File: src/hw/rtl/srr_div.sv
// pipelined signed divider, one quotient bit per stage, lanes share one divisor
// uses no package; instantiated by the top level
module srr_div #(
  parameter int unsigned NW = 36,
  parameter int unsigned DW = 16,
  parameter int unsigned L  = 1,
  parameter int unsigned SW = 1
) (
  input  logic                clk_i,
  input  logic                rst_ni,
  input  logic                en_i,
  input  logic                valid_i,
  input  logic [L-1:0][NW:0]  num_i,
  input  logic [DW:0]         den_i,
  input  logic [SW-1:0]       side_i,
  output logic                valid_o,
  output logic [L-1:0][NW:0]  quot_o,
  output logic [SW-1:0]       side_o
);

  logic [NW:0]                    vld_q;
  logic [NW-1:0][L-1:0][DW-1:0]   rem_q, rem_d;
  logic [NW:0][L-1:0][NW-1:0]     wrk_q, wrk_d;
  logic [NW:0][L-1:0]             neg_q, neg_d;
  logic [NW:0][DW-1:0]            dv_q, dv_d;
  logic [NW:0][SW-1:0]            sd_q, sd_d;

  always_comb begin
    logic [NW:0] na;
    logic [DW:0] da;
    logic [DW:0] rs;
    logic [DW:0] rd;
    logic        ge;
    rem_d = '0;
    da = den_i[DW] ? (~den_i + 1'b1) : den_i;
    dv_d[0] = da[DW-1:0];
    sd_d[0] = side_i;
    for (int l = 0; l < L; l++) begin
      na = num_i[l][NW] ? (~num_i[l] + 1'b1) : num_i[l];
      wrk_d[0][l] = na[NW-1:0];
      neg_d[0][l] = num_i[l][NW] ^ den_i[DW];
    end
    for (int k = 1; k <= NW; k++) begin
      dv_d[k]  = dv_q[k-1];
      sd_d[k]  = sd_q[k-1];
      neg_d[k] = neg_q[k-1];
      for (int l = 0; l < L; l++) begin
        rs = {rem_q[k-1][l], wrk_q[k-1][l][NW-1]};
        rd = rs - {1'b0, dv_q[k-1]};
        ge = (rs >= {1'b0, dv_q[k-1]});
        if (k < NW) begin
          rem_d[k][l] = ge ? rd[DW-1:0] : rs[DW-1:0];
        end
        wrk_d[k][l] = {wrk_q[k-1][l][NW-2:0], ge};
      end
    end
  end

  always_ff @(posedge clk_i or negedge rst_ni) begin
    if (!rst_ni) begin
      vld_q <= '0;
    end else if (en_i) begin
      vld_q <= {vld_q[NW-1:0], valid_i};
    end
  end

  always_ff @(posedge clk_i) begin
    if (en_i) begin
      rem_q <= rem_d;
      wrk_q <= wrk_d;
      neg_q <= neg_d;
      dv_q  <= dv_d;
      sd_q  <= sd_d;
    end
  end

  always_comb begin
    for (int l = 0; l < L; l++) begin
      quot_o[l] = neg_q[NW][l] ? (~{1'b0, wrk_q[NW][l]} + 1'b1) : {1'b0, wrk_q[NW][l]};
    end
  end

  assign valid_o = vld_q[NW];
  assign side_o  = sd_q[NW];

endmodule

File: config.mk
export PLATFORM = sky130hd
export DESIGN_NAME = srr_div
export DESIGN_NICKNAME = d
export VERILOG_FILES = /design/src/hw/rtl/srr_div.sv
export SDC_FILE = /design/constraint.sdc
export NUM_CORES = 2
export LEC_CHECK = 0
export BUFFER_PORTS_ARGS = -buffer_cell sky130_fd_sc_hd__buf_2
export CORE_MARGIN = 3
export CORE_UTILIZATION = 50
export CTS_CLUSTER_SIZE = 25
export DETAILED_ROUTE_END_ITERATION = 10
export GPL_TIMING_DRIVEN = 0
export PLACE_DENSITY = 0.65
export RECOVER_POWER = 100
export SETUP_SLACK_MARGIN = 0.05
export SYNTH_ARGS = -nofsm -noshare
export SYNTH_HDL_FRONTEND = slang
export SYNTH_SLANG_ARGS = --single-unit
File: constraint.sdc
create_clock -name clk_i -period 10.65 [get_ports clk_i]
set_input_delay 1.065 -clock clk_i [delete_from_list [all_inputs] [get_ports clk_i]]
set_output_delay 1.065 -clock clk_i [all_outputs]
set_load 0.05 [all_outputs]
==> summary.txt <==
post-synthesis sequential area ratio - 69.2%
drt wl/cell - 17.8 um
Vias - 58200
area grow syn2layout - 11.9%
Placed Area - 0.116 sq mm
Ports - 98
worst-skew pair later-pin latency - 930 ps
CP Class - in2reg
TNS Setup - 0 ps
die height - 479 um
first-pass GRT wire length - 311000 um
Die Wd - 479 um
CTS resizes - 0
Setup Skew - 90.4 ps
# setup viols final - 0
DR iter-0 viols - 3541
Slew HR - -238%
fin cells - 11000
Synth async-reset ratio - 1.43%
Hold Path Class - in2reg
max_cap viols - 11
RSZ-0062 raised after global routing - false
pin slew with the least headroom to its limit - 5070 ps
worst vdd ir - 0.153 mV
Synth top area share - 68.4%
Starting Density - 50.6%
Fill cells - 17500
Tmin final - 7180 ps
leading post-synthesis cells by cell area - edfxtp_1 (68%), ha_1 (6.3%), mux2_2 (4.3%), xnor2_1 (2.7%), inv_1 (2.5%)
cell area after synthesis - 0.112 sq mm
Critical Path AT - 7550 ps
placed insts - 10500
htree depth - 5
Highest Signal Layer - met4
CTS tree - done
Global Route Usage Sum - 17.0%
Die ar. - 0.229 sq mm
Final Cycle Share - 67.4%
Design Area, Final - 0.125 sq mm
critical path peak fanout - 170
setup bufs post-CTS - 0
grt ovf - 0
Pwr Density - 279 mW/mm^2
syn_nets - 8088
post-route ant nets - 0
synth unique cells - 77
Max Transition Viols Final - 692
Clock Tree Buf Depth - 4
clock slew at reported path FFs - 60 ps
status - finished, violations left
Rows - 172
core area - 0.221 sq mm
wire length on met1 - 85900 um
DRC viols - 0
CTS Sinks - 2579
Synth Instances - 7430
Reg2Reg Setup Slack - 5830 ps
f_max - 0.139 GHz
number of flops mapped to enable cells by yosys - 2542
Main synth FF type - edfxtp_1
post-synth top area cell - edfxtp_1
worst hold start - side_i
nets - 8488
initial antenna violation count - 2
gpl congestion - 0.891
HPWL after detailed placement - 136000 um
Worst EP required - 11020 ps
Avg Inst Size Synth - 15.0 sq um
metal2 WL - 94700 um
Yosys reg bits - 2579
Reg-to-Reg Start - wrk_q[323]$_DFFE_PP_
post-layout util - 56.6%
total wire length - 195000 um
CTS Root Cell - clkbuf_16
via-per-instance ratio - 5.30
CTS buffer count - 286
# hold bufs at CTS - 0
number of global-route vias before repair - 58800
DRT Pass-1 Iters - 5
Port-buffer cells - 96
Pleak - 47.5 nW
crit path from - en_i
pin count of the biggest net entering global routing - 192
Crit. End Element - flop
Syn. warnings - 0
Final Power - 34.8 mW
crit path launch type - input pin
WL met3 - 7080 um
Final Hold Violating Endpoints - 0
failing checks - capacitance limit, slew limit
share of cells above drive strength 1 - 10.6%
[cell type report]
type	instances	area (sq um)	share of cell area (%)
flip-flops and latches	2579	77300	61.8
inverters	741	2780	2.23
repair buffers	112	771	0.617
multi-input cells	4034	31300	25.0
plain buffers	76	289	0.231
clock buffers	331	7430	5.95
diodes	2	5.00	0.00401
clock inverters	149	1430	1.14
well taps	2958	3700	2.96
[worst max-delay path, cell delays in order]
cell and delay, ps:
clkbuf_1 2070, buf_16 550, clkbuf_1 3560
[cell usage after synthesis (87+ instances only)]
cell      number
mux2_2       429
nor2b_1       94
edfxtp_1    2542
nand2_1      270
nand2b_1      87
a21o_1       147
inv_1        741
nor2_1       354
o21ai_0      263
ha_1         565
nand3_1      103
nor3_1       127
a21oi_1      328
xor2_1       127
xnor2_1      344
[path summary, 6_finish.rpt]
| check | to | cells past startpoint |
|---|---|---|
| worst max-delay path | wrk_d[155]$_DFFE_PP_ | 3 |
| worst min-delay path | sd_d[1]$_DFFE_PP_ | 1 |
| worst max register to register | rem_q[158]$_DFFE_PP_ | 12 |
| worst min register to register | wrk_d[1129]$_DFFE_PP_ | 0 |
| max in group asynchronous | vld_q[1]$_DFFE_PN0P_ | 1 |
| min in group asynchronous | vld_q[30]$_DFFE_PN0P_ | 1 |
[layer usage]
layer  up-vias  global-route usage, %
li1      28500                      -
met1     28200                   22.1
met2      1044                   28.7
met3       422                   2.53
met4         0                   6.66
met5         -                      0
[metrics by stage]
step	worst slack, ps	hold slack [ps]
6_report	3470	359
5_1_grt	2780	291
4_1_cts	4970	177
3_5_place_dp	5450	405
3_3_place_gp	-30830	400
2_1_floorplan	6180	400
[flip-flops by register name (all words and copies together) (netlist names)]
name    flops
side_o      1
wrk_d    1260
vld_q      37
neg_q       1
neg_d      36
sd_d       36
rem_q     560
wrk_q      72
dv_d      576
[cells by family (layout without fill, tap and decap cells)]
family	count (synthesis)	count (layout)	synth area share, %
DFF	2579	2579	69.2
and+or+nand+nor	1273	1273	5.60
AOI/OAI and AO/OA	1208	1208	6.99
buffers and inverters	817	1409	2.75
adders and majority gates	599	599	6.94
muxes	483	483	4.81
xor gates and xnor gates	471	471	3.70
other	0	2	0
[placed cells by master, fill, tap and decap left out, types with 147 or more instances in the layout]
| master | n |
|---|---|
| xnor2_1 | 344 |
| ha_1 | 565 |
| a21o_1 | 147 |
| a21oi_1 | 328 |
| clkbuf_1 | 161 |
| nand2_1 | 270 |
| edfxtp_1 | 2542 |
| inv_1 | 741 |
| nor2_1 | 354 |
| mux2_2 | 354 |
| clkbuf_16 | 290 |
| o21ai_0 | 268 |
[power by group]
part | total (mW) | leakage [nW] | switching (mW) | internal, mW
registers | 14.6 | 25.3 | 0.922 | 13.7
clock network | 9.30 | 4.30 | 3.71 | 5.60
logic | 10.9 | 17.9 | 5.85 | 5.06
total | 34.8 | 47.5 | 10.5 | 24.3
No activity file was read; power rests on OpenSTA's default activity.
